===== config.mk =====
export PLATFORM = sky130hd
export DESIGN_NAME = base85_line_decoder
export DESIGN_NICKNAME = d
export VERILOG_FILES = /design/src/hdl/b85_pkg.sv /design/src/hdl/b85_front.sv /design/src/hdl/b85_cmd_fifo.sv /design/src/hdl/b85_back.sv /design/src/hdl/base85_line_decoder.sv
export VERILOG_INCLUDE_DIRS = /design/src /design/src/hdl
export SDC_FILE = /design/constraint.sdc
export NUM_CORES = 1
export LEC_CHECK = 0
export ABC_CLOCK_PERIOD_IN_PS = 15300
export BUFFER_PORTS_ARGS = -buffer_cell sky130_fd_sc_hd__buf_2
export CORE_ASPECT_RATIO = 1.4
export CORE_MARGIN = 1.5
export CORE_UTILIZATION = 60
export DETAILED_ROUTE_END_ITERATION = 10
export MAX_ROUTING_LAYER = met4
export PLACE_DENSITY = 0.87
export SLEW_MARGIN = 20
export SYNTH_ARGS = -nofsm -noshare
export SYNTH_HDL_FRONTEND = slang
export SYNTH_HIERARCHICAL = 1
export SYNTH_SLANG_ARGS = --single-unit

===== constraint.sdc =====
create_clock -name clk -period 15.3 [get_ports clk]
set_input_delay 3.06 -clock clk [delete_from_list [all_inputs] [get_ports clk]]
set_output_delay 3.06 -clock clk [all_outputs]
set_load 0.01 [all_outputs]

===== src/hdl/base85_line_decoder_assert.svh =====
// ----------------------------------------------------------------------------
// base85 line decoder assertion macros
// shared property forms for the decoder checks, clocked on clk, off in reset
// ----------------------------------------------------------------------------
`ifndef BASE85_LINE_DECODER_ASSERT_SVH
`define BASE85_LINE_DECODER_ASSERT_SVH

// same-cycle implication
`define B85_ASSERT_IMP(label, ante, cons, msg) \
	label: assert property (@(posedge clk) disable iff (!arst_n) (ante) |-> (cons)) \
		else $error(msg);

// next-cycle implication
`define B85_ASSERT_NEXT(label, ante, cons, msg) \
	label: assert property (@(posedge clk) disable iff (!arst_n) (ante) |=> (cons)) \
		else $error(msg);

`endif


===== src/hdl/b85_pkg.sv =====
// ----------------------------------------------------------------------------
// b85_pkg
// shared types, codes and the digit table of the base85 line decoder
// ----------------------------------------------------------------------------
package b85_pkg;

	localparam int CMD_DEPTH_DEF = 4;

	typedef logic [1:0] status_t;

	localparam status_t ST_OK       = 2'd0;
	localparam status_t ST_BAD_CHAR = 2'd1;
	localparam status_t ST_OVERFLOW = 2'd2;
	localparam status_t ST_BAD_LEN  = 2'd3;

	localparam logic [7:0] CH_0       = 8'h30;
	localparam logic [7:0] CH_9       = 8'h39;
	localparam logic [7:0] CH_UPPER_A = 8'h41;
	localparam logic [7:0] CH_UPPER_Z = 8'h5A;
	localparam logic [7:0] CH_LOWER_A = 8'h61;
	localparam logic [7:0] CH_LOWER_Z = 8'h7A;

	localparam logic [6:0] DIG_UPPER_BASE = 7'd10;
	localparam logic [6:0] DIG_LOWER_BASE = 7'd36;
	localparam logic [5:0] LEN_UPPER_BASE = 6'd1;
	localparam logic [5:0] LEN_LOWER_BASE = 6'd27;
	localparam logic [6:0] RADIX          = 7'd85;
	localparam logic [2:0] GROUP_LAST     = 3'd4;
	localparam logic [5:0] WORD_BYTES     = 6'd4;

	// one queued unit of work: a decoded word or an error
	typedef struct packed {
		logic [31:0] word;
		logic [2:0]  nbytes;
		logic        eol;
		status_t     status;
	} cmd_t;

	typedef struct packed {
		logic       ok;
		logic [6:0] value;
	} digit_t;

	function automatic digit_t digit_of(input logic [7:0] ch);
		digit_t d;
		d.ok    = 1'b1;
		d.value = 7'd0;
		if (ch >= CH_0 && ch <= CH_9) begin
			d.value = 7'(ch - CH_0);
		end else if (ch >= CH_UPPER_A && ch <= CH_UPPER_Z) begin
			d.value = 7'(ch - CH_UPPER_A) + DIG_UPPER_BASE;
		end else if (ch >= CH_LOWER_A && ch <= CH_LOWER_Z) begin
			d.value = 7'(ch - CH_LOWER_A) + DIG_LOWER_BASE;
		end else begin
			case (ch)
				8'h21: d.value = 7'd62; // !
				8'h23: d.value = 7'd63; // #
				8'h24: d.value = 7'd64; // $
				8'h25: d.value = 7'd65; // %
				8'h26: d.value = 7'd66; // &
				8'h28: d.value = 7'd67; // (
				8'h29: d.value = 7'd68; // )
				8'h2A: d.value = 7'd69; // *
				8'h2B: d.value = 7'd70; // +
				8'h2D: d.value = 7'd71; // -
				8'h3B: d.value = 7'd72; // ;
				8'h3C: d.value = 7'd73; // <
				8'h3D: d.value = 7'd74; // =
				8'h3E: d.value = 7'd75; // >
				8'h3F: d.value = 7'd76; // ?
				8'h40: d.value = 7'd77; // @
				8'h5E: d.value = 7'd78; // ^
				8'h5F: d.value = 7'd79; // _
				8'h60: d.value = 7'd80; // backtick
				8'h7B: d.value = 7'd81; // {
				8'h7C: d.value = 7'd82; // |
				8'h7D: d.value = 7'd83; // }
				8'h7E: d.value = 7'd84; // ~
				default: d.ok = 1'b0;
			endcase
		end
		return d;
	endfunction

endpackage


===== src/hdl/b85_front.sv =====
// ----------------------------------------------------------------------------
// b85_front
// character front end: line length, digit accumulation and error detection
// ----------------------------------------------------------------------------
module b85_front import b85_pkg::*; (
	input  logic       clk,
	input  logic       arst_n,
	input  logic       accept,
	input  logic [7:0] character,
	input  logic       line_start,
	output logic       cmd_push,
	output cmd_t       cmd
);

	logic [5:0]  rem_q, rem_d;
	logic [31:0] group_q, group_d;
	logic [2:0]  cnt_q, cnt_d;
	logic        skip_q, skip_d;

	digit_t      digit;
	logic [38:0] acc;
	logic        fail;
	status_t     fail_status;
	logic [5:0]  take;

	always_comb begin
		digit = digit_of(character);
		acc   = 39'(group_q) * 39'(RADIX) + 39'(digit.value);
		take  = (rem_q > WORD_BYTES) ? WORD_BYTES : rem_q;

		rem_d       = rem_q;
		group_d     = group_q;
		cnt_d       = cnt_q;
		skip_d      = skip_q;
		fail        = 1'b0;
		fail_status = ST_OK;
		cmd_push    = 1'b0;
		cmd.word    = acc[31:0];
		cmd.nbytes  = take[2:0];
		cmd.eol     = 1'b0;
		cmd.status  = ST_OK;

		if (accept) begin
			if (line_start) begin
				group_d = '0;
				cnt_d   = '0;
				skip_d  = 1'b0;
				if (character >= CH_UPPER_A && character <= CH_UPPER_Z) begin
					rem_d = 6'(character - CH_UPPER_A) + LEN_UPPER_BASE;
				end else if (character >= CH_LOWER_A && character <= CH_LOWER_Z) begin
					rem_d = 6'(character - CH_LOWER_A) + LEN_LOWER_BASE;
				end else begin
					fail        = 1'b1;
					fail_status = ST_BAD_LEN;
				end
			end else if (!skip_q && rem_q != '0) begin
				if (!digit.ok) begin
					fail        = 1'b1;
					fail_status = ST_BAD_CHAR;
				end else if (cnt_q != GROUP_LAST) begin
					group_d = acc[31:0];
					cnt_d   = cnt_q + 3'd1;
				end else if (acc[38:32] != '0) begin
					fail        = 1'b1;
					fail_status = ST_OVERFLOW;
				end else begin
					rem_d    = rem_q - take;
					group_d  = '0;
					cnt_d    = '0;
					skip_d   = (rem_d == '0);
					cmd_push = 1'b1;
					cmd.eol  = (rem_d == '0);
				end
			end
		end

		if (fail) begin
			rem_d      = '0;
			group_d    = '0;
			cnt_d      = '0;
			skip_d     = 1'b1;
			cmd_push   = 1'b1;
			cmd.word   = '0;
			cmd.nbytes = 3'd1;
			cmd.eol    = 1'b1;
			cmd.status = fail_status;
		end
	end

	always_ff @(posedge clk or negedge arst_n) begin
		if (!arst_n) begin
			rem_q   <= '0;
			group_q <= '0;
			cnt_q   <= '0;
			skip_q  <= 1'b1;
		end else begin
			rem_q   <= rem_d;
			group_q <= group_d;
			cnt_q   <= cnt_d;
			skip_q  <= skip_d;
		end
	end

endmodule


===== src/hdl/b85_cmd_fifo.sv =====
// ----------------------------------------------------------------------------
// b85_cmd_fifo
// short command queue between the front end and the byte serialiser
// ----------------------------------------------------------------------------
module b85_cmd_fifo import b85_pkg::*; #(
	parameter int DEPTH = CMD_DEPTH_DEF
) (
	input  logic clk,
	input  logic arst_n,
	input  logic push,
	input  cmd_t wdata,
	input  logic pop,
	output cmd_t rdata,
	output logic full,
	output logic empty
);

	localparam int PTR_W = (DEPTH > 1) ? $clog2(DEPTH) : 1;
	localparam int CNT_W = $clog2(DEPTH + 1);
	localparam logic [PTR_W-1:0] PTR_LAST = PTR_W'(DEPTH - 1);
	localparam logic [CNT_W-1:0] CNT_FULL = CNT_W'(DEPTH);

	cmd_t             mem_q [DEPTH];
	logic [PTR_W-1:0] wr_ptr_q, rd_ptr_q;
	logic [CNT_W-1:0] count_q;
	logic             do_push, do_pop;

	assign full    = (count_q == CNT_FULL);
	assign empty   = (count_q == '0);
	assign do_push = push && !full;
	assign do_pop  = pop && !empty;
	assign rdata   = mem_q[rd_ptr_q];

	always_ff @(posedge clk) begin
		if (do_push) begin
			mem_q[wr_ptr_q] <= wdata;
		end
	end

	always_ff @(posedge clk or negedge arst_n) begin
		if (!arst_n) begin
			wr_ptr_q <= '0;
			rd_ptr_q <= '0;
			count_q  <= '0;
		end else begin
			if (do_push) begin
				wr_ptr_q <= (wr_ptr_q == PTR_LAST) ? '0 : wr_ptr_q + PTR_W'(1);
			end
			if (do_pop) begin
				rd_ptr_q <= (rd_ptr_q == PTR_LAST) ? '0 : rd_ptr_q + PTR_W'(1);
			end
			if (do_push && !do_pop) begin
				count_q <= count_q + CNT_W'(1);
			end else if (do_pop && !do_push) begin
				count_q <= count_q - CNT_W'(1);
			end
		end
	end

endmodule


===== src/hdl/b85_back.sv =====
// ----------------------------------------------------------------------------
// b85_back
// byte serialiser: splits queued words into bytes behind an output register
// ----------------------------------------------------------------------------
module b85_back import b85_pkg::*; (
	input  logic       clk,
	input  logic       arst_n,
	input  cmd_t       cmd,
	input  logic       cmd_empty,
	output logic       cmd_pop,
	input  logic       pop,
	output logic       empty,
	output logic [7:0] data_byte,
	output logic       last_of_run,
	output logic       end_of_line,
	output status_t    status
);

	cmd_t       cur_q;
	logic       cur_valid_q;
	logic [1:0] idx_q;
	logic       out_valid_q;
	logic [7:0] byte_q;
	logic       last_q, eol_q;
	status_t    status_q;

	logic       last, advance, cur_free;

	assign last     = ({1'b0, idx_q} + 3'd1) == cur_q.nbytes;
	assign advance  = cur_valid_q && (!out_valid_q || pop);
	assign cur_free = !cur_valid_q || (advance && last);
	assign cmd_pop  = cur_free && !cmd_empty;

	assign empty       = !out_valid_q;
	assign data_byte   = byte_q;
	assign last_of_run = last_q;
	assign end_of_line = eol_q;
	assign status      = status_q;

	always_ff @(posedge clk or negedge arst_n) begin
		if (!arst_n) begin
			cur_q       <= '0;
			cur_valid_q <= 1'b0;
			idx_q       <= '0;
			out_valid_q <= 1'b0;
			byte_q      <= '0;
			last_q      <= 1'b0;
			eol_q       <= 1'b0;
			status_q    <= ST_OK;
		end else begin
			if (advance) begin
				out_valid_q <= 1'b1;
				byte_q      <= cur_q.word[{~idx_q, 3'b000} +: 8];
				last_q      <= last;
				eol_q       <= last && cur_q.eol;
				status_q    <= cur_q.status;
			end else if (pop) begin
				out_valid_q <= 1'b0;
			end
			if (cmd_pop) begin
				cur_q       <= cmd;
				cur_valid_q <= 1'b1;
				idx_q       <= '0;
			end else begin
				if (cur_free) begin
					cur_valid_q <= 1'b0;
				end
				if (advance) begin
					idx_q <= idx_q + 2'd1;
				end
			end
		end
	end

endmodule


===== src/hdl/base85_line_decoder.sv =====
// ----------------------------------------------------------------------------
// base85_line_decoder
// decodes base85 binary-delta text lines, one character per transaction
// ----------------------------------------------------------------------------
// One character is taken per cycle whenever the command queue between the
// front end and the byte serialiser has room; the front end resolves each
// character with one multiply-accumulate by 85. Bytes leave at one per cycle
// from the serialiser's output register while pop is held and a command is
// queued. A group's result is registered in the command queue, then in the
// serialiser's current command register and then in its output register.
// Error results carry a zero byte with last_of_run and end_of_line set.
module base85_line_decoder import b85_pkg::*; #(
	parameter int CMD_DEPTH = CMD_DEPTH_DEF
) (
	input  logic       clk,
	input  logic       arst_n,
	input  logic       push,
	output logic       full,
	input  logic [7:0] character,
	input  logic       line_start,
	output logic       empty,
	input  logic       pop,
	output logic [7:0] data_byte,
	output logic       last_of_run,
	output logic       end_of_line,
	output logic [1:0] status
);

	`include "base85_line_decoder_assert.svh"

	logic accept;
	logic cmd_push, cmd_pop, cmd_full, cmd_empty;
	cmd_t cmd_in, cmd_out;

	assign full   = cmd_full;
	assign accept = push && !cmd_full;

	b85_front u_front (
		.clk        (clk),
		.arst_n     (arst_n),
		.accept     (accept),
		.character  (character),
		.line_start (line_start),
		.cmd_push   (cmd_push),
		.cmd        (cmd_in)
	);

	b85_cmd_fifo #(
		.DEPTH (CMD_DEPTH)
	) u_cmd_fifo (
		.clk    (clk),
		.arst_n (arst_n),
		.push   (cmd_push),
		.wdata  (cmd_in),
		.pop    (cmd_pop),
		.rdata  (cmd_out),
		.full   (cmd_full),
		.empty  (cmd_empty)
	);

	b85_back u_back (
		.clk         (clk),
		.arst_n      (arst_n),
		.cmd         (cmd_out),
		.cmd_empty   (cmd_empty),
		.cmd_pop     (cmd_pop),
		.pop         (pop),
		.empty       (empty),
		.data_byte   (data_byte),
		.last_of_run (last_of_run),
		.end_of_line (end_of_line),
		.status      (status)
	);

	`B85_ASSERT_IMP(a_no_push_when_full, cmd_push, !cmd_full, "command lost on full queue")
	`B85_ASSERT_IMP(a_err_shape, !empty && status != ST_OK, data_byte == 8'd0 && last_of_run && end_of_line, "malformed error transaction")
	`B85_ASSERT_IMP(a_eol_is_last, !empty && end_of_line, last_of_run, "end of line not on last byte of run")
	`B85_ASSERT_NEXT(a_cmd_reaches_back, cmd_push && cmd_empty && !cmd_pop, !cmd_empty, "queued command dropped")

endmodule

; Yosys cells after proc, flatten, opt, wreduce, memory -nomap -nowiden
; Memories as Yosys holds them, arrays and structs flattened. A register that Yosys moved wholly into a read port is not among the register bits.
; Index checks and enable logic that the tools add are counted.
[classes]
addsub = 16
mul = 1
n_lt_le_gt_ge = 7
n_eq_ne = 32
shift = 1
n_mux = 81
n_bitwise = 1
reduce_logical = 38
[ops]
columns = operator, n
row1 = 32-bit two-way mux, 7
row2 = 7-bit one-hot mux with 23 select lines, 1
row3 = 8-bit by 6-bit == test with 1-bit output (second input constant), 15
row4 = 8-bit by 7-bit == test with 1-bit output (second input constant), 8
row5 = 6-bit two-way mux, 10
row6 = 39-bit by 7-bit adder with 39-bit output, 1
row7 = 32-bit by 7-bit multiplier with 39-bit output (second input constant), 1
row8 = 1-bit two-way mux, 38
row9 = 38-bit two-way mux, 1
row10 = 32-bit by 6-bit indexed part select with 8-bit output, 1
row11 = 3-bit two-way mux, 9
row12 = 2-bit two-way mux, 12
row13 = 23-bit OR reduction, 1
row14 = 7-bit two-way mux, 3
row15 = 8-bit by 7-bit greater-or-equal comparator with 1-bit output (second input constant), 2
row16 = 8-bit by 7-bit <= comparator with 1-bit output (second input constant), 2
row17 = 7-bit subtractor (second input constant), 2
row18 = 1-bit logical AND, 13
row19 = 2-bit nonzero test, 5
row20 = 8-bit by 6-bit greater-or-equal comparator with 1-bit output (second input constant), 1
row21 = 8-bit by 6-bit <= comparator with 1-bit output (second input constant), 1
row22 = 1-bit logical NOT, 8
row23 = 7-bit by 4-bit adder with 7-bit output (second input constant), 1
row24 = 7-bit by 6-bit adder with 7-bit output (second input constant), 1
row25 = other kinds (26), 33
[totals]
reg_bits = 65
ram_bits = 152
in_bits = 13
out_inout_bits = 14
elab_cells = 192
memories = 1
[memory_table]
columns = memory, depth, width, read_ports, rd_ports_with_merged_regs, write_ports, line
row1 = u_cmd_fifo.mem_q, 4, 38, 1, 1, 1, b85_cmd_fifo.sv:23  ; cmd_t mem_q [DEPTH];

; Logic depth before layout (Yosys ltp)
[logic_depth]
word_depth = 19
depth_mapped = 30
depth_no_buf = 27

; By module
; Netlist, hierarchy kept.
[by_module_without_submodules]
columns = mod, instances, cells_per_inst, area_per_inst_um2, seq_area_each_um2
row1 = b85_front, 1, 1062, 8468.1, 1052.3
row2 = b85_cmd_fifo, 1, 236, 5947.0, 4739.5
row3 = b85_back, 1, 146, 2333.5, 1351.3
row4 = base85_line_decoder, 1, 1, 13.8, 0.0

; Least setup slack after synthesis
; Ideal clock, no wire load.
[synth_path]
kind = input port to flip-flop
start = input port character[0]
end = memory u_cmd_fifo/mem_q[0][3] (netlist name) (data pin)
setup_ns = 0.263
t_arrival_ns = 9.049
t_required_ns = 15.037
slack_ns = 5.988
cell_stages = 29
path_buffers = 3
cell_sequence = clkbuf_1 -> inv_1 -> ha_1 -> buf_2 -> xnor2_1 -> inv_1 -> ha_1 -> inv_1 -> or2_2 -> a221oi_1 -> xnor2_1 -> nand2_1 -> a31oi_1 -> ha_1 -> fa_1 -> inv_1 -> fa_1 -> inv_1 -> ha_1 -> and3_1 -> a221oi_4 -> o31ai_2 -> a311oi_4 -> o211a_1 -> o221ai_1 -> nor4_4 -> o31ai_4 -> buf_6 -> a21o_1
[synth_lines]
columns = element, line
row1 = start: declaration, base85_line_decoder.sv:19  ; input logic [7:0] character,
row2 = end: declaration, b85_cmd_fifo.sv:23

==> results.md <==
- The flow ran to the end, and the final reports show no timing, DRC or antenna violations.
- Including well taps, the total number of placed cells is around 1,800.
- Averaged over all synthesized cells, the footprint is between 10 and 15 um2.
- The kind of capture point of the worst setup path is a flop.
- Of the post-synthesis cell area, the dominant cell type holds between 20% and 30%.
- The total standard cell area after synthesis is around 0.017 mm2.
- The number of antenna violations at the first check in global routing came to 0.
- The maximum operating frequency is between 100 and 150 MHz.
- The detailed-route vias per instance is 6.29.
- The final critical path time including I/O delays and setup is 9.99 ns.
- The detailed placer's ending HPWL is ~27 mm.
- The first-pass detailed-route iteration total is 5.
- The number of inserted diodes is 0.
- The weighted congestion at the end of routability-driven global placement is approximately 0.91.
- Entering global routing, the biggest net connects 67 pins.
- Synthesis produced between 1,000 and 1,500 cells.
- By area the synthesized netlist is led by sky130_fd_sc_hd__edfxtp_1 (27%), sky130_fd_sc_hd__dfrtp_1 (15%), sky130_fd_sc_hd__ha_1 (11%), sky130_fd_sc_hd__fa_1 (7.4%), sky130_fd_sc_hd__mux4_2 (6.2%).
- The remaining antenna violation count is 0.
- The die covers roughly 0.029 mm2.
- Final hold analysis gives a worst-case slack of roughly 0.5 ns.
- The longest clock path from root to sink contains 3 buffers.
- The type of the tightest min-delay check is reg2reg.
- For the final routed database, the setup TNS stands at 0 ns.
- For this run the aggregate overflow at the end of global routing stands at 0.
- The final count of hold timing violations was 0.
- The later pin in the worst-skew pair is clocked with a latency of 0.51 ns.
- The tool flagged a number of max-cap violations equal to 0.
- After detailed routing, the number of remaining DRC violations is 0.
- The number of global-route vias before repair was about 12,000.
- For this design the top-level I/O count stands at 27.
- Setup violations remaining at the end of the flow were counted as 0.
- The number of clock buffers added by TritonCTS is 22.
- The number of slew-limit violations in the final report came to 0.
- The maximum net fanout on the critical path is 33.
- The number of synthesized register bits is 255.
- The number of nets handed over by synthesis was between 1,500 and 2,000.
- TritonCTS built the clock tree.
- The most numerous cell in the Yosys netlist is sky130_fd_sc_hd__inv_1.
- For this design, the CTS-stage hold fixing added 0 buffers.
- STA puts the critical path data required time at around 16 ns.
- The wire length reported by the detailed router is between 30 and 40 mm.
- Setup repair after global routing left no endpoint under its margin.
- The number of sinks handled by clock tree synthesis is 255.
- The number of violations reported at the end of detailed-routing iteration 0 is between 800 and 900.
- Summed over all instances, the cell type with the most area after synthesis is sky130_fd_sc_hd__edfxtp_1.
- The starting density of the core is between 60% and 70%.
- The synthesis warning total is 6.
- By count the netlist is led by sky130_fd_sc_hd__inv_1 (186), sky130_fd_sc_hd__edfxtp_1 (152), sky130_fd_sc_hd__ha_1 (141), sky130_fd_sc_hd__dfrtp_1 (102), sky130_fd_sc_hd__nand2_1 (97).
- The number of rows created at floorplan is 72.
- The fraction of layout instances using a drive strength above 1 is a little over an eighth.
- The number of gates resized after CTS was 0.
- The classification of the worst setup path is in2reg.
- For this run, the leading register cell type out of synthesis is sky130_fd_sc_hd__edfxtp_1.
- In the final routed layout, each cell accounts on average for roughly 21 um.
- STA classifies the critical path startpoint as a primary input.
- The arrival time reported for the critical path endpoint is slightly above 10 ns.
- The routed layout has 11,500 vias.
- The die width is ~140 um.
- The number of library cell types mapped by synthesis is 83.
- The die is roughly 200 um tall.
- The tightest slew margin relative to the limit is between 20% and 30%.
- The worst path uses about two thirds of the clock period.
- The post-CTS setup-driven buffer insertion count is 0.
- The first global-routing pass estimated around 61 mm of wire.
- Compared with the post-synthesis result, the final layout area differs by 6.58%.
- During placement, the flow inserted port buffers numbering 26.
- After filler insertion, the fill cell instance count of the layout stands at a little under 2,000.
- The maximum level of the CTS H-tree is 1.
- The total area inside the core boundary comes to 0.0276 mm2.
- After the last flow step, the layout net total stands at ~1,700.
- In this run the clock root is driven by a sky130_fd_sc_hd__clkbuf_16.
- The sequential area share after synthesis is 42.6%.
- The number of synthesized flops with an enable pin is between 150 and 200.
- The share of async-settable or async-resettable flops after synthesis is between 40% and 50%.
- The filler-free cell count of the finished design is approximately 1,800.
- Global routing consumed, over all layers together, between 20% and 30% of the routing resources.
- The clock-pin slew reported for the worst setup and hold paths after clock tree synthesis is around 0.07 ns.
- The clock tree skew after final layout is approximately 0.010 ns.
- The slew at the pin closest to its max-slew limit is about 1.1 ns.
-- registers in the layout (all words and copies together), names as in the netlist --
name	cells
u_cmd_fifo/mem_q	152
u_back/cur_q	38
u_front/group_q	32
u_back/data_byte	8
u_front/rem_q	6
u_cmd_fifo/count_q	3
u_front/cnt_q	3
u_back/idx_q	2
u_back/status	2
u_cmd_fifo/rd_ptr_q	2
u_cmd_fifo/wr_ptr_q	2
u_back/cur_valid_q	1
u_back/end_of_line	1
u_back/last_of_run	1
u_back/out_valid_q	1
u_front/skip_q	1
-- layout by cell type, fill, tap and decap left out, drive strengths merged, types with 14 or more instances in the layout --
master	Yosys	layout
a211oi	14	14
a21o	22	22
a21oi	63	63
and2	14	14
buf	28	34
clkbuf	39	33
dfrtp	102	102
edfxtp	152	152
fa	62	62
ha	141	141
inv	186	188
mux2	54	54
mux4	46	46
nand2	97	97
nand3	25	25
nor2	79	79
nor3	15	15
o21ai	45	45
o31ai	44	44
xnor2	36	36
xor2	18	18
-- cell type report --
type	instances	area [um2]	area share, %
timing repair buffer	34	193	1.08
inverter	186	698	3.91
clock buffer	33	654	3.66
tap	370	463	2.59
multi-input combinational	937	8610	48.2
sequential	255	7140	40.0
clock inverter	7	98.8	0.553
-- layer usage --
| metal | global-route usage [%] | part of all wire, % |
|---|---|---|
| met3 | 2.12 | 5.0 |
| met5 | - | 0 |
| met2 | 48.8 | 53 |
| met1 | 34.1 | 38 |
| met4 | 10.2 | 3.6 |
-- metrics by stage --
| stage | instance area (um2) | setup slack, ns | util [%] |
|---|---|---|---|
| floorplan | 16800 | 5.99 | - |
| global placement | 17100 | 5.16 | 62.1 |
| detailed placement | 17100 | 4.83 | 62.1 |
| CTS | 17900 | 5.31 | 64.8 |
| global route | 17900 | 4.77 | 64.8 |
| finish | 17900 | 5.31 | 64.8 |
-- critical path, stage by stage --
cell	delay [ns]
sky130_fd_sc_hd__buf_2	0.18
sky130_fd_sc_hd__inv_1	0.15
sky130_fd_sc_hd__ha_1	0.42
sky130_fd_sc_hd__or3b_1	0.46
sky130_fd_sc_hd__xnor2_1	0.61
sky130_fd_sc_hd__o21bai_1	0.17
sky130_fd_sc_hd__xnor2_1	0.17
sky130_fd_sc_hd__nor2_1	0.06
sky130_fd_sc_hd__a21oi_1	0.15
sky130_fd_sc_hd__a21oi_1	0.08
sky130_fd_sc_hd__a21oi_1	0.15
sky130_fd_sc_hd__ha_1	0.27
sky130_fd_sc_hd__fa_1	0.49
sky130_fd_sc_hd__inv_1	0.05
sky130_fd_sc_hd__fa_1	0.53
sky130_fd_sc_hd__inv_1	0.04
sky130_fd_sc_hd__ha_1	0.35
sky130_fd_sc_hd__a21o_1	0.23
sky130_fd_sc_hd__a221oi_4	0.38
sky130_fd_sc_hd__o211ai_1	0.22
sky130_fd_sc_hd__and3_1	0.24
sky130_fd_sc_hd__a21o_1	0.18
sky130_fd_sc_hd__o221ai_1	0.27
sky130_fd_sc_hd__nor4_4	0.11
sky130_fd_sc_hd__o31ai_4	0.47
sky130_fd_sc_hd__buf_4	0.47
sky130_fd_sc_hd__nor2_1	0.20
-- cells by family after synthesis --
kind of cell    synth area share, %
other cells                  0.0224
flops                          42.6
mux                            10.2
fa+ha+maj                      17.9
xor+xnor                       2.82
simple gates                   9.03
buf+inv                        6.14
compound gates                 11.2
-- worst paths after layout --
check,endpoint,cells past startpoint,slack (ns),start
worst min-delay path,u_back/end_of_line,2,0.49,u_back/end_of_line
worst max register to register,u_cmd_fifo/mem_q[2][34],17,9.36,u_front/group_q[25]
min in group asynchronous,u_back/status[0],1,2.57,arst_n
worst min register to register,u_back/end_of_line,2,0.49,u_back/end_of_line
worst max-delay path,u_cmd_fifo/mem_q[2][34],27,5.31,character[0]
max in group asynchronous,u_front/group_q[31],2,11.59,arst_n
Power is left out: the tool's default activity adds up to more than one toggle a clock period on the data nets, which glitch-free logic cannot reach.
